$ cat src/rtl/prt_pkg.sv
// ----------------------------------------------------------------------------
// Pending request tracker package
// Shared widths, status codes and the controller/datapath interface types.
// ----------------------------------------------------------------------------
package prt_pkg;

    localparam int SLOTS_DEF       = 8;
    localparam int MAX_PAYLOAD_DEF = 256;

    localparam int TXN_W  = 32;
    localparam int TAG_W  = 16;
    localparam int STAT_W = 3;

    localparam logic [TXN_W-1:0] TXN_INIT = 32'd1;

    // Call outcome codes.
    localparam logic [STAT_W-1:0] ST_OK       = 3'd0;
    localparam logic [STAT_W-1:0] ST_TOO_LONG = 3'd1;
    localparam logic [STAT_W-1:0] ST_NO_CB    = 3'd2;
    localparam logic [STAT_W-1:0] ST_FULL     = 3'd3;
    localparam logic [STAT_W-1:0] ST_BUSY     = 3'd4;

    // Commands from the controller to the datapath.
    typedef struct packed {
        logic              capture;
        logic              take_id;
        logic              scan_start;
        logic              scan_step;
        logic              sel_match_rd;
        logic              wr_slot;
        logic              free_match;
        logic              set_status;
        logic [STAT_W-1:0] status;
        logic              load_out;
    } t_dp_cmd;

    // Status from the datapath to the controller.
    typedef struct packed {
        logic mode;
        logic too_long;
        logic no_cb;
        logic scan_done;
        logic free_found;
        logic match_found;
        logic queue_ready;
        logic out_free;
    } t_dp_stat;

endpackage

$ cat src/rtl/prt_ctrl.sv
// ----------------------------------------------------------------------------
// Pending request tracker controller
// Sequences capture, checks, the slot scan, the table update and the result.
// ----------------------------------------------------------------------------
module prt_ctrl (
    input  logic               i_clk,
    input  logic               i_rst_n,
    input  logic               i_valid,
    input  prt_pkg::t_dp_stat  i_stat,
    output prt_pkg::t_dp_cmd   o_cmd,
    output logic               o_idle
);

    localparam logic [2:0] S_IDLE   = 3'd0;
    localparam logic [2:0] S_CHECK  = 3'd1;
    localparam logic [2:0] S_SCAN   = 3'd2;
    localparam logic [2:0] S_DECIDE = 3'd3;
    localparam logic [2:0] S_RESULT = 3'd4;

    logic [2:0] r_state;
    logic [2:0] n_state;

    always_comb begin
        o_cmd   = '0;
        n_state = r_state;
        unique case (r_state)
            S_IDLE: begin
                if (i_valid) begin
                    o_cmd.capture = 1'b1;
                    n_state       = S_CHECK;
                end
            end
            S_CHECK: begin
                priority if (i_stat.mode) begin
                    o_cmd.scan_start = 1'b1;
                    n_state          = S_SCAN;
                end else if (i_stat.too_long) begin
                    o_cmd.set_status = 1'b1;
                    o_cmd.status     = prt_pkg::ST_TOO_LONG;
                    n_state          = S_RESULT;
                end else if (i_stat.no_cb) begin
                    o_cmd.set_status = 1'b1;
                    o_cmd.status     = prt_pkg::ST_NO_CB;
                    n_state          = S_RESULT;
                end else begin
                    o_cmd.take_id    = 1'b1;
                    o_cmd.scan_start = 1'b1;
                    n_state          = S_SCAN;
                end
            end
            S_SCAN: begin
                o_cmd.scan_step = 1'b1;
                if (i_stat.scan_done) begin
                    n_state = S_DECIDE;
                end
            end
            S_DECIDE: begin
                // The read port moves to the matched slot so its data is ready next cycle.
                o_cmd.sel_match_rd = 1'b1;
                priority if (i_stat.mode) begin
                    n_state = i_stat.match_found ? S_RESULT : S_IDLE;
                end else if (!i_stat.free_found) begin
                    o_cmd.set_status = 1'b1;
                    o_cmd.status     = prt_pkg::ST_FULL;
                    n_state          = S_RESULT;
                end else begin
                    o_cmd.wr_slot    = 1'b1;
                    o_cmd.set_status = 1'b1;
                    o_cmd.status     = i_stat.queue_ready ? prt_pkg::ST_OK : prt_pkg::ST_BUSY;
                    n_state          = S_RESULT;
                end
            end
            S_RESULT: begin
                o_cmd.sel_match_rd = 1'b1;
                if (i_stat.out_free) begin
                    o_cmd.load_out   = 1'b1;
                    o_cmd.free_match = i_stat.mode;
                    n_state          = S_IDLE;
                end
            end
            default: begin
                n_state = S_IDLE;
            end
        endcase
    end

    always_ff @(posedge i_clk) begin
        if (!i_rst_n) begin
            r_state <= S_IDLE;
        end else begin
            r_state <= n_state;
        end
    end

    assign o_idle = (r_state == S_IDLE);

endmodule

$ cat src/rtl/prt_datapath.sv
// ----------------------------------------------------------------------------
// Pending request tracker datapath
// Holds the item, the id counter, the slot table and the output register.
// ----------------------------------------------------------------------------
module prt_datapath #(
    parameter int SLOTS       = prt_pkg::SLOTS_DEF,
    parameter int MAX_PAYLOAD = prt_pkg::MAX_PAYLOAD_DEF
) (
    input  logic                             i_clk,
    input  logic                             i_rst_n,
    input  prt_pkg::t_dp_cmd                 i_cmd,
    output prt_pkg::t_dp_stat                o_stat,
    input  logic                             i_mode,
    input  logic [prt_pkg::TAG_W-1:0]        i_method_code,
    input  logic [prt_pkg::TAG_W-1:0]        i_request_length,
    input  logic [prt_pkg::TAG_W-1:0]        i_callback_tag,
    input  logic [prt_pkg::TAG_W-1:0]        i_user_tag,
    input  logic                             i_queue_ready,
    input  logic [prt_pkg::TXN_W-1:0]        i_reply_id,
    input  logic signed [prt_pkg::TAG_W-1:0] i_reply_status,
    input  logic [prt_pkg::TAG_W-1:0]        i_reply_length,
    input  logic                             i_stall,
    output logic                             o_valid,
    output logic                             o_result_kind,
    output logic [prt_pkg::STAT_W-1:0]       o_call_status,
    output logic [prt_pkg::TXN_W-1:0]        o_txn_id,
    output logic [prt_pkg::TAG_W-1:0]        o_method_out,
    output logic [prt_pkg::TAG_W-1:0]        o_callback_out,
    output logic [prt_pkg::TAG_W-1:0]        o_user_out,
    output logic signed [prt_pkg::TAG_W-1:0] o_status_out,
    output logic [prt_pkg::TAG_W-1:0]        o_length_out
);

    localparam int IDX_W = (SLOTS > 1) ? $clog2(SLOTS) : 1;
    localparam int ENT_W = prt_pkg::TXN_W + 3 * prt_pkg::TAG_W;
    localparam logic [IDX_W-1:0] LAST_IDX = IDX_W'(SLOTS - 1);

    // Captured item.
    logic                             r_mode;
    logic [prt_pkg::TAG_W-1:0]        r_method;
    logic [prt_pkg::TAG_W-1:0]        r_req_len;
    logic [prt_pkg::TAG_W-1:0]        r_cb;
    logic [prt_pkg::TAG_W-1:0]        r_user;
    logic                             r_qready;
    logic [prt_pkg::TXN_W-1:0]        r_reply_id;
    logic signed [prt_pkg::TAG_W-1:0] r_reply_status;
    logic [prt_pkg::TAG_W-1:0]        r_reply_len;

    logic [prt_pkg::TXN_W-1:0]  r_id;
    logic [prt_pkg::TXN_W-1:0]  r_next_txn;
    logic [prt_pkg::STAT_W-1:0] r_status;

    // Slot table: busy bits in flops, contents in a memory.
    logic [SLOTS-1:0] r_busy;
    logic [ENT_W-1:0] r_mem [SLOTS];
    logic [ENT_W-1:0] r_rd_data;
    logic [IDX_W-1:0] rd_addr;

    // Scan state.
    logic [IDX_W-1:0] r_idx;
    logic [IDX_W-1:0] r_cmp_idx;
    logic             r_cmp_vld;
    logic             r_free_found;
    logic [IDX_W-1:0] r_free_idx;
    logic             r_match_found;
    logic [IDX_W-1:0] r_match_idx;

    logic [prt_pkg::TXN_W-1:0] key;
    logic [prt_pkg::TXN_W-1:0] rd_txn;
    logic                      cmp_en;
    logic                      stale_lower;
    logic                      out_free;

    // Output register.
    logic                             r_out_vld;
    logic                             r_out_kind;
    logic [prt_pkg::STAT_W-1:0]       r_out_status;
    logic [prt_pkg::TXN_W-1:0]        r_out_txn;
    logic [prt_pkg::TAG_W-1:0]        r_out_method;
    logic [prt_pkg::TAG_W-1:0]        r_out_cb;
    logic [prt_pkg::TAG_W-1:0]        r_out_user;
    logic signed [prt_pkg::TAG_W-1:0] r_out_rstat;
    logic [prt_pkg::TAG_W-1:0]        r_out_rlen;

    assign key         = r_mode ? r_reply_id : r_id;
    assign rd_txn      = r_rd_data[ENT_W-1 -: prt_pkg::TXN_W];
    assign cmp_en      = i_cmd.scan_step && r_cmp_vld;
    assign rd_addr     = i_cmd.sel_match_rd ? r_match_idx : r_idx;
    assign out_free    = !r_out_vld || !i_stall;
    // Queue busy: a lower same-id busy slot is freed and the new slot taken.
    assign stale_lower = r_match_found && (r_match_idx < r_free_idx);

    always_comb begin
        o_stat             = '0;
        o_stat.mode        = r_mode;
        o_stat.too_long    = (r_req_len > prt_pkg::TAG_W'(MAX_PAYLOAD));
        o_stat.no_cb       = (r_cb == '0);
        o_stat.scan_done   = r_cmp_vld && (r_cmp_idx == LAST_IDX);
        o_stat.free_found  = r_free_found;
        o_stat.match_found = r_match_found;
        o_stat.queue_ready = r_qready;
        o_stat.out_free    = out_free;
    end

    always_ff @(posedge i_clk) begin
        if (i_cmd.capture) begin
            r_mode         <= i_mode;
            r_method       <= i_method_code;
            r_req_len      <= i_request_length;
            r_cb           <= i_callback_tag;
            r_user         <= i_user_tag;
            r_qready       <= i_queue_ready;
            r_reply_id     <= i_reply_id;
            r_reply_status <= i_reply_status;
            r_reply_len    <= i_reply_length;
        end
        if (i_cmd.capture) begin
            r_id <= '0;
        end else if (i_cmd.take_id) begin
            r_id <= r_next_txn;
        end
        if (i_cmd.set_status) begin
            r_status <= i_cmd.status;
        end
    end

    always_ff @(posedge i_clk) begin
        if (i_cmd.wr_slot) begin
            r_mem[r_free_idx] <= {r_id, r_method, r_cb, r_user};
        end
        r_rd_data <= r_mem[rd_addr];
    end

    always_ff @(posedge i_clk) begin
        if (!i_rst_n) begin
            r_next_txn    <= prt_pkg::TXN_INIT;
            r_busy        <= '0;
            r_cmp_vld     <= 1'b0;
            r_free_found  <= 1'b0;
            r_match_found <= 1'b0;
        end else begin
            if (i_cmd.take_id) begin
                r_next_txn <= r_next_txn + 1'b1;
            end
            if (i_cmd.wr_slot) begin
                if (r_qready || stale_lower) begin
                    r_busy[r_free_idx] <= 1'b1;
                end
                if (!r_qready && stale_lower) begin
                    r_busy[r_match_idx] <= 1'b0;
                end
            end
            if (i_cmd.free_match) begin
                r_busy[r_match_idx] <= 1'b0;
            end
            if (i_cmd.scan_start) begin
                r_cmp_vld     <= 1'b0;
                r_free_found  <= 1'b0;
                r_match_found <= 1'b0;
            end else if (i_cmd.scan_step) begin
                r_cmp_vld <= 1'b1;
            end
            if (cmp_en) begin
                if (!r_free_found && !r_busy[r_cmp_idx]) begin
                    r_free_found <= 1'b1;
                end
                if (!r_match_found && r_busy[r_cmp_idx] && (rd_txn == key)) begin
                    r_match_found <= 1'b1;
                end
            end
        end
    end

    always_ff @(posedge i_clk) begin
        if (i_cmd.scan_start) begin
            r_idx <= '0;
        end else if (i_cmd.scan_step) begin
            r_cmp_idx <= r_idx;
            if (r_idx != LAST_IDX) begin
                r_idx <= r_idx + 1'b1;
            end
        end
        if (cmp_en) begin
            if (!r_free_found && !r_busy[r_cmp_idx]) begin
                r_free_idx <= r_cmp_idx;
            end
            if (!r_match_found && r_busy[r_cmp_idx] && (rd_txn == key)) begin
                r_match_idx <= r_cmp_idx;
            end
        end
    end

    always_ff @(posedge i_clk) begin
        if (!i_rst_n) begin
            r_out_vld <= 1'b0;
        end else if (i_cmd.load_out) begin
            r_out_vld <= 1'b1;
        end else if (!i_stall) begin
            r_out_vld <= 1'b0;
        end
    end

    always_ff @(posedge i_clk) begin
        if (i_cmd.load_out) begin
            r_out_kind <= r_mode;
            if (r_mode) begin
                r_out_status <= prt_pkg::ST_OK;
                r_out_txn    <= r_reply_id;
                r_out_method <= r_rd_data[3*prt_pkg::TAG_W-1 -: prt_pkg::TAG_W];
                r_out_cb     <= r_rd_data[2*prt_pkg::TAG_W-1 -: prt_pkg::TAG_W];
                r_out_user   <= r_rd_data[prt_pkg::TAG_W-1:0];
                r_out_rstat  <= r_reply_status;
                r_out_rlen   <= r_reply_len;
            end else begin
                r_out_status <= r_status;
                r_out_txn    <= r_id;
                r_out_method <= '0;
                r_out_cb     <= '0;
                r_out_user   <= '0;
                r_out_rstat  <= '0;
                r_out_rlen   <= '0;
            end
        end
    end

    assign o_valid        = r_out_vld;
    assign o_result_kind  = r_out_kind;
    assign o_call_status  = r_out_status;
    assign o_txn_id       = r_out_txn;
    assign o_method_out   = r_out_method;
    assign o_callback_out = r_out_cb;
    assign o_user_out     = r_out_user;
    assign o_status_out   = r_out_rstat;
    assign o_length_out   = r_out_rlen;

`ifndef SYNTHESIS
    a_load_when_free: assert property (@(posedge i_clk) disable iff (!i_rst_n)
        i_cmd.load_out |-> out_free)
        else $error("result loaded while the output register still holds an item");

    a_id_advance: assert property (@(posedge i_clk) disable iff (!i_rst_n)
        i_cmd.take_id |=> (r_next_txn == $past(r_next_txn) + 1'b1))
        else $error("transaction id did not advance by one");

    a_slot_taken: assert property (@(posedge i_clk) disable iff (!i_rst_n)
        (i_cmd.wr_slot && r_qready) |=> r_busy[$past(r_free_idx)])
        else $error("accepted call did not mark its slot busy");

    a_reply_frees: assert property (@(posedge i_clk) disable iff (!i_rst_n)
        i_cmd.free_match |=> !r_busy[$past(r_match_idx)])
        else $error("delivered reply left its slot busy");
`endif

endmodule

$ cat src/rtl/pending_request_tracker.sv
// ----------------------------------------------------------------------------
// Pending request tracker
// Table of outstanding calls: assigns ids, holds slots, matches replies.
// ----------------------------------------------------------------------------
// Channel   Direction  Handshake           Payload
// input     in         i_valid / o_stall   mode, call fields, reply fields
// result    out        o_valid / i_stall   kind, status, id, slot tags, reply
//
// A call rejected on length or callback goes from the checks straight to the result
// state and skips the scan; every other item passes through the scan, which reads
// one slot of the table memory per cycle, and a decide state before its result.
// The next item is accepted once the controller is back in idle; a reply that
// matches no slot gives no result and returns to idle after the decide state.
// One item is worked on at a time; o_stall is high until it finishes.
// A finished result waits in the output register while i_stall is high.
// Reset clears every busy bit at once and sets the next id to one.
// ----------------------------------------------------------------------------
module pending_request_tracker #(
    parameter int SLOTS       = prt_pkg::SLOTS_DEF,
    parameter int MAX_PAYLOAD = prt_pkg::MAX_PAYLOAD_DEF
) (
    input  logic                             i_clk,
    input  logic                             i_rst_n,
    input  logic                             i_valid,
    output logic                             o_stall,
    input  logic                             i_mode,
    input  logic [prt_pkg::TAG_W-1:0]        i_method_code,
    input  logic [prt_pkg::TAG_W-1:0]        i_request_length,
    input  logic [prt_pkg::TAG_W-1:0]        i_callback_tag,
    input  logic [prt_pkg::TAG_W-1:0]        i_user_tag,
    input  logic                             i_queue_ready,
    input  logic [prt_pkg::TXN_W-1:0]        i_reply_id,
    input  logic signed [prt_pkg::TAG_W-1:0] i_reply_status,
    input  logic [prt_pkg::TAG_W-1:0]        i_reply_length,
    output logic                             o_valid,
    input  logic                             i_stall,
    output logic                             o_result_kind,
    output logic [prt_pkg::STAT_W-1:0]       o_call_status,
    output logic [prt_pkg::TXN_W-1:0]        o_txn_id,
    output logic [prt_pkg::TAG_W-1:0]        o_method_out,
    output logic [prt_pkg::TAG_W-1:0]        o_callback_out,
    output logic [prt_pkg::TAG_W-1:0]        o_user_out,
    output logic signed [prt_pkg::TAG_W-1:0] o_status_out,
    output logic [prt_pkg::TAG_W-1:0]        o_length_out
);

    prt_pkg::t_dp_cmd  cmd;
    prt_pkg::t_dp_stat stat;
    logic              idle;

    prt_ctrl u_ctrl (
        .i_clk   (i_clk),
        .i_rst_n (i_rst_n),
        .i_valid (i_valid),
        .i_stat  (stat),
        .o_cmd   (cmd),
        .o_idle  (idle)
    );

    prt_datapath #(
        .SLOTS       (SLOTS),
        .MAX_PAYLOAD (MAX_PAYLOAD)
    ) u_datapath (
        .i_clk            (i_clk),
        .i_rst_n          (i_rst_n),
        .i_cmd            (cmd),
        .o_stat           (stat),
        .i_mode           (i_mode),
        .i_method_code    (i_method_code),
        .i_request_length (i_request_length),
        .i_callback_tag   (i_callback_tag),
        .i_user_tag       (i_user_tag),
        .i_queue_ready    (i_queue_ready),
        .i_reply_id       (i_reply_id),
        .i_reply_status   (i_reply_status),
        .i_reply_length   (i_reply_length),
        .i_stall          (i_stall),
        .o_valid          (o_valid),
        .o_result_kind    (o_result_kind),
        .o_call_status    (o_call_status),
        .o_txn_id         (o_txn_id),
        .o_method_out     (o_method_out),
        .o_callback_out   (o_callback_out),
        .o_user_out       (o_user_out),
        .o_status_out     (o_status_out),
        .o_length_out     (o_length_out)
    );

    assign o_stall = !idle;

endmodule
$ cat config.mk
export PLATFORM = sky130hd
export DESIGN_NAME = pending_request_tracker
export DESIGN_NICKNAME = d
export VERILOG_FILES = /design/src/rtl/prt_pkg.sv /design/src/rtl/prt_ctrl.sv /design/src/rtl/prt_datapath.sv /design/src/rtl/pending_request_tracker.sv
export SDC_FILE = /design/constraint.sdc
export NUM_CORES = 1
export LEC_CHECK = 0
export ABC_AREA = 1
export BUFFER_PORTS_ARGS = -buffer_cell sky130_fd_sc_hd__clkbuf_2
export CORE_ASPECT_RATIO = 0.75
export CORE_MARGIN = 5
export CORE_UTILIZATION = 54
export CTS_CLUSTER_SIZE = 30
export DETAILED_ROUTE_END_ITERATION = 12
export PLACE_DENSITY = 0.79
export SYNTH_ARGS = -nofsm -noshare
export SYNTH_HDL_FRONTEND = slang
export SYNTH_HIERARCHICAL = 1
export SYNTH_SLANG_ARGS = --single-unit
$ cat constraint.sdc
create_clock -name i_clk -period 9.7 [get_ports i_clk]
set_clock_uncertainty 0.2 [all_clocks]
set_input_delay 0.485 -clock i_clk [delete_from_list [all_inputs] [get_ports i_clk]]
set_output_delay 0.485 -clock i_clk [all_outputs]
set_load 0.02 [all_outputs]
==> results.json, run 1 <==
{
  "outcome": "finished clean",
  "fin_crit_ns": 4.81,
  "detail_route.wl_per_cell_um": 20.9,
  "reg2reg_to": "u_datapath/r_rd_data[44]",
  "critical_path_arrival_ns": 5.22,
  "clock_path_buffers": 3,
  "crit_path_cell_trace": "inv_2 > o21ai_0 > inv_2 > nand2_1 > nand2_8 > inv_8 > buf_4 > o21ai_0 > o22ai_1 > mux2_2",
  "routed_wl_um": 92500,
  "finalWorstSetupSlack_ns": 4.89,
  "ios": 252,
  "preCtsSetupSlack_ns": 4.94,
  "synth.yosys.seq_area_share": 0.760,
  "worst_hold_startpoint": "i_valid",
  "cts_post_setup_buffers_inserted": 0,
  "final_min_period_over_clock_period": 0.496,
  "slowest_delay_ns": 0.89,
  "unrepaired_setup_endpoints_after_global_routing": "false",
  "route.detailed.drc": 0,
  "cts_made_buffers": 98,
  "timing.fmax_ghz": 0.208,
  "coreArea_sq_um": 73200,
  "multiplexer_area_fraction_after_synthesis": 0.0227,
  "detail_route.first_pass.iterations": 5,
  "worstHoldPathType": "in2reg",
  "detailedRoute.firstIterationViolations": 2862,
  "synth_xor_area_frac": 0.00243,
  "pins_over_their_slew_limit": 0,
  "rr_startpoint": "u_ctrl/r_state[1]",
  "clk_transition_reported_paths_ns": 0.06,
  "worst_path_max_delay_cell": "sky130_fd_sc_hd__buf_4",
  "syn_area_per_cell_sq_um": 13.2,
  "grt_overflow": 0,
  "compound_cell_area_share_of_the_yosys_netlist": 0.0817,
  "cellPowerDensity_nw_per_um2": 257,
  "layout_cells_sized_above_1": 0.157,
  "layout.area.seq_sq_um": 30200,
  "hold_path_end": "u_ctrl/r_state[0]",
  "ys_top_cells_by_count": "sky130_fd_sc_hd__edfxtp_1, sky130_fd_sc_hd__nor2_1, sky130_fd_sc_hd__nand2_1",
  "floorplan.rows": 86,
  "cts_num_sinks": 1060,
  "number_of_enable_type_register_cells_in_the_synthesized_netlist": 898,
  "n_fill_cell": 5126,
  "nets": 3510,
  "floorplan.initialDensity": 0.543,
  "start_kind": "register",
  "vias": 24977,
  "cells_on_worst_hold_path": 5,
  "ys_seq_elements": 1060,
  "crit_required_ns": 10.11,
  "synth-main-ff-cell": "sky130_fd_sc_hd__edfxtp_1",
  "final_setup_vio_count": 0,
  "ff2ff_setup_slack_ns": 4.89,
  "synth_nets": 3147,
  "endpoint_kind": "register",
  "floorplan.die_area_sq_um": 79100,
  "grt_pass1_wl_um": 140000,
  "synth_top_family_by_area": "simple AND/OR/NAND/NOR gates",
  "grt_start_max_net_pins": 162,
  "clock-root-buffer": "sky130_fd_sc_hd__clkbuf_16",
  "area_overhead_vs_synth_pct": 17.1,
  "finalWeightedCongestion": 0.895,
  "synth-async-reset-ratio": 0,
  "cts.htree.levels": 3,
  "ant_nets": 0,
  "viasPerCell": 5.64,
  "max-slew-margin-rel": 0.205,
  "yosysWarnings": 6,
  "adder_cell_area_share_of_the_yosys_netlist": 0.00157,
  "hold_viol": 0,
  "reg2reg_depth": 10,
  "placement.io_buffers": 251,
  "multi_input_comb_area_sq_um": 7980,
  "globalRouteTotalUtil": 0.229,
  "grt_pass1_vias": 24272,
  "yosys.area.top_type": "sky130_fd_sc_hd__edfxtp_1",
  "post_synth_main_area_contributors": "sky130_fd_sc_hd__edfxtp_1, sky130_fd_sc_hd__dfxtp_1, sky130_fd_sc_hd__nor2_1",
  "path_class": "reg2reg",
  "die_height_um": 245,
  "fp.dieW_um": 323,
  "post_cts_resize_count": 0,
  "dp_hpwl_um": 48800,
  "synth_cell_types": 39,
  "synthMostInstantiatedCell": "sky130_fd_sc_hd__edfxtp_1",
  "post_cts_hold_buffer_count": 131,
  "p_leak_nw": 16.8,
  "critPathMaxFanout": 147,
  "antenna_cells_inserted": 0,
  "synth_cells": 3008,
  "netlist_area_pre_place_sq_um": 39700,
  "cts_tree": "done",
  "post_synth_and_or_nand_nor_area_fraction": 0.0897,
  "peakVddDrop_v": 0.000174,
  "worstMarginPinSlew_ns": 1.19,
  "setup_tns_ns": 0,
  "clk_latency_ns": 0.67,
  "cap_violations": 0,
  "netlist.area_leader.share": 0.679,
  "initial_antenna_violation_count": 0
}
==> layer usage <==
metal / vias up / routed length (um) / GRT usage
met1: 12063 / 39000 / 0.333
met5: - / 0 / 0
met3: 190 / 8350 / 0.0420
li1: 11470 / - / -
met4: 0 / 2550 / 0.0669
met2: 1254 / 42600 / 0.361
==> final cells by class <==
class	count	area share
Clock buffer	124	0.0559
Clock inverter	62	0.0186
Inverter	219	0.0179
Multi-Input combinational cell	1580	0.172
Sequential cell	1060	0.650
Tap cell	968	0.0260
Timing Repair Buffer	412	0.0603
==> cell families after synthesis <==
logic type	after synthesis
adder cells (fa/ha/maj)	5
XOR/XNOR	11
multiplexers	80
buffers and inverters	368
AND/OR/NAND/NOR	892
AO/OA/AOI/OAI	592
flip-flops	1060
==> how the worst max path moves through the flow <==
stage                                  from                        to  slack (ns)  depth (start not counted)
after CTS                 u_ctrl/r_state[1]  u_datapath/r_rd_data[44]        4.97                         10
after global routing      u_ctrl/r_state[1]  u_datapath/r_rd_data[44]        4.54                         10
after floorplan           u_ctrl/r_state[2]       u_datapath/r_id[17]        3.17                          5
final                     u_ctrl/r_state[1]  u_datapath/r_rd_data[44]        4.89                         10
after global placement    u_ctrl/r_state[1]  u_datapath/r_rd_data[45]        5.19                         10
after detailed placement  u_ctrl/r_state[1]  u_datapath/r_rd_data[44]        4.94                         10
==> critical path: cells and delay by family, from the launching register on <==
family                 cells  cell delay [ns]
and+or+nand+nor            2             0.69
muxes                      1             0.17
AOI/OAI and AO/OA          3             1.08
buffers and inverters      4             1.96
DFF                        1             0.47
==> stage by stage <==
step | power [mW] | hold slack (ns) | util | cell area (sq um) | std cells
6_report | 11.9 | 0.0757 | 0.636 | 46500 | 4425
3_5_place_dp | 7.88 | 0.264 | 0.570 | 41700 | 4108
3_3_place_gp | 7.79 | 0.254 | 0.570 | 41700 | 4108
2_1_floorplan | 7.33 | 0.234 | - | 39700 | 3008
5_1_grt | 12.5 | 0.0897 | 0.636 | 46500 | 4425
4_1_cts | 12.0 | 0.0359 | 0.636 | 46500 | 4425
==> power by group <==
| part | switching, mW | internal (mW) | leakage (nW) |
|---|---|---|---|
| Sequential | 0.184 | 5.28 | 9.57 |
| Combinational | 1.56 | 0.855 | 5.56 |
| Clock | 1.68 | 2.38 | 1.69 |
| Total | 3.43 | 8.52 | 16.8 |
==> cells in the final DEF, fill, tap and decap left out, types with 4 or more instances in the layout <==
master and n:
sky130_fd_sc_hd__inv_2 5, sky130_fd_sc_hd__clkbuf_16 98, sky130_fd_sc_hd__edfxtp_1 898, sky130_fd_sc_hd__o21ai_1 162
sky130_fd_sc_hd__a211oi_1 27, sky130_fd_sc_hd__dlygate4sd3_1 131, sky130_fd_sc_hd__clkbuf_8 5, sky130_fd_sc_hd__nand3_1 56
sky130_fd_sc_hd__clkinv_2 20, sky130_fd_sc_hd__xnor2_1 4, sky130_fd_sc_hd__nand4_1 10, sky130_fd_sc_hd__inv_1 212
sky130_fd_sc_hd__dfxtp_1 162, sky130_fd_sc_hd__nor2_4 10, sky130_fd_sc_hd__nor4_1 12, sky130_fd_sc_hd__clkbuf_2 251
sky130_fd_sc_hd__nor2_1 447, sky130_fd_sc_hd__clkbuf_1 21, sky130_fd_sc_hd__ha_1 5, sky130_fd_sc_hd__o21ai_0 192
sky130_fd_sc_hd__xor2_1 7, sky130_fd_sc_hd__nand2_1 315, sky130_fd_sc_hd__mux2_2 80, sky130_fd_sc_hd__clkinv_4 5
sky130_fd_sc_hd__a21oi_1 43, sky130_fd_sc_hd__clkinv_1 11, sky130_fd_sc_hd__bufinv_16 17, sky130_fd_sc_hd__o22ai_1 160
sky130_fd_sc_hd__nor3_1 28, sky130_fd_sc_hd__buf_4 29
==> state kept, by name, summed over array words and instances, names as in the netlist, 32 cells and up <==
name                   cells
u_datapath/r_mem         640
u_datapath/o_txn_id       32
u_datapath/r_id           32
u_datapath/r_next_txn     32
u_datapath/r_rd_data      80
u_datapath/r_reply_id     32
Note: power is estimated with default switching activity, not from simulation.
==> inputs of run 2 (changes only) <==
- CORE_UTILIZATION: 54 -> 60
- PLACE_DENSITY: 0.79 -> 0.83
- clock period: 9.7 -> 4.52 ns (I/O delays scaled with it)
==> run 2 against run 1 <==
  * First-iteration DRC count up 8.5%
  * Die area down 9.7%
  * Critical path depth unchanged
  * Global-route usage up 2.3 points
  * Combinational power up 120%
  * Critical endpoint is now u_datapath/r_rd_data[5]
  * Power up 110%
  * Design area down 0.67%
  * Largest power group unchanged
  * Fmax up 33%
  * Setup slack worse by 4.0 ns
  * Flip-flop and latch count unchanged
  * Largest cell class unchanged
  * Cell count down 2.1%
==> results.json, run 2 (synthesis results as in run 1) <==
{
  "globalRouteMet2Util": 0.409,
  "floorplan.rows": 81,
  "clock_path_buffers": 3,
  "floorplan.die_area_sq_um": 71500,
  "cts_num_sinks": 1060,
  "p_sw_frac": 0.294,
  "detail_route.first_pass.iterations": 5,
  "slowest_delay_ns": 0.64,
  "hold_viol": 0,
  "area_overhead_vs_synth_pct": 16.3,
  "timing.fmax_ghz": 0.275,
  "crit_path_cell_trace": "inv_2 > o21ai_0 > inv_2 > nand2_1 > nand2_8 > inv_8 > buf_12 > o21ai_0 > o22ai_1 > mux2_2",
  "ios": 252,
  "cap_violations": 0,
  "power.share.clock": 0.309,
  "p_leak_nw": 16.7,
  "peakVddDrop_v": 0.000468,
  "clock-root-buffer": "sky130_fd_sc_hd__clkbuf_16",
  "crit_required_ns": 4.90,
  "pins_over_their_slew_limit": 0,
  "whs_ns": 0.0833,
  "outcome": "finished clean",
  "power.internal_mw": 17.5,
  "largest_register_ff_count": 640,
  "endpoint_kind": "register",
  "largest_register": "u_datapath/r_mem",
  "dp_hpwl_um": 49900,
  "use_met1": 0.349,
  "antenna_cells_inserted": 0,
  "fp.dieW_um": 307,
  "final_setup_vio_count": 0,
  "total_switching_power_mw": 7.28,
  "max-slew-margin-rel": 0.198,
  "cts_made_buffers": 93,
  "grt_util_met3": 0.0545,
  "post_cts_hold_buffer_count": 134,
  "layout_cells_sized_above_1": 0.155,
  "final_core_util": 0.707,
  "clk_transition_reported_paths_ns": 0.07,
  "worst_path_max_delay_cell": "sky130_fd_sc_hd__o21ai_0",
  "largestRegisters": "u_datapath/r_mem (640), u_datapath/r_rd_data (80)",
  "vias": 25172,
  "seqPwrFrac": 0.472,
  "finalWeightedCongestion": 0.921,
  "clk_latency_ns": 0.65,
  "post_cts_resize_count": 0,
  "worstMarginPinSlew_ns": 1.20,
  "nets": 3523,
  "fin_crit_ns": 3.63,
  "global_route.peak_usage_layer": "met2",
  "cellPowerDensity_nw_per_um2": 536,
  "grt_pass1_vias": 24629,
  "critical_path_arrival_ns": 4.01,
  "placement.io_buffers": 251,
  "viasPerCell": 5.81,
  "ant_nets": 0,
  "die_height_um": 233,
  "globalRouteTotalUtil": 0.253,
  "detail_route.wl_per_cell_um": 21.3,
  "unrepaired_setup_endpoints_after_global_routing": "false",
  "cts_post_setup_buffers_inserted": 0,
  "power.share.combinational": 0.219,
  "start_kind": "register",
  "final_min_period_over_clock_period": 0.803,
  "cts_tree": "done",
  "routed_wl_um": 92400,
  "detailedRoute.firstIterationViolations": 3106,
  "grt_start_max_net_pins": 161,
  "final_cell_mix": "sky130_fd_sc_hd__edfxtp_1, sky130_fd_sc_hd__nor2_1, sky130_fd_sc_hd__nand2_1",
  "critPathMaxFanout": 83,
  "worstHoldPathType": "in2reg",
  "path_class": "reg2reg",
  "floorplan.initialDensity": 0.608,
  "cts.htree.levels": 3,
  "most_common_cell_after_layout_fill_and_taps_aside": "sky130_fd_sc_hd__edfxtp_1",
  "grt_overflow": 0,
  "grt_pass1_wl_um": 140000,
  "coreArea_sq_um": 65400,
  "initial_antenna_violation_count": 1,
  "route.detailed.drc": 0
}
## run 2: layout make-up
cell class	count	area, sq um
clock buffers	127	2500
clock inverters	46	424
fillers	4095	19200
inverters	219	832
multi-input cells	1580	7980
flip-flops and latches	1060	30200
well taps	871	1090
repair buffers	430	3150
## run 2: worst max-delay path, delay by kind of cell, from the launching register on
family / cells / cell delay [ns]
and+or+nand+nor: 2 / 0.47
DFF: 1 / 0.50
buffers and inverters: 4 / 1.03
muxes: 1 / 0.19
AOI/OAI and AO/OA: 3 / 1.05
## run 2: through the flow
step | worst slack (ns) | TNS, ns | cells | area (sq um) | total power, mW
2_1_floorplan | -0.727 | -221.62 | 3008 | 39800 | 15.7
3_3_place_gp | 1.19 | 0 | 4026 | 41900 | 16.8
3_5_place_dp | 0.979 | 0 | 4026 | 41900 | 17.1
4_1_cts | 0.954 | 0 | 4333 | 46200 | 24.8
5_1_grt | 0.627 | 0 | 4333 | 46200 | 25.9
6_report | 0.889 | 0 | 4333 | 46200 | 24.8
## run 2: final timing paths
kind	start	to	slack [ns]	depth (start not counted)
setup / recovery	u_ctrl/r_state[1]	u_datapath/r_rd_data[5]	0.89	10
hold / removal	i_reply_status[12]	u_datapath/r_reply_status[12]	0.08	2
setup reg to reg	u_ctrl/r_state[1]	u_datapath/r_rd_data[5]	0.89	10
hold reg to reg	u_datapath/r_idx[1]	u_datapath/r_cmp_idx[1]	0.27	0
## run 2: routing by layer
layer  vias to the layer above  share of wire
met5                         -              0
met4                         0          0.029
met3                       193          0.097
met2                      1359           0.48
met1                     12135           0.40
li1                      11485              -
## run 2: power by group through the flow
stage / Clock [mW] / Sequential, mW / Combinational (mW)
3_5_place_dp: 0 / 11.9 / 5.18
3_3_place_gp: 0 / 11.9 / 4.95
2_1_floorplan: 0 / 11.8 / 3.90
6_report: 7.66 / 11.7 / 5.43
5_1_grt: 8.22 / 11.7 / 5.93
4_1_cts: 7.74 / 11.7 / 5.35
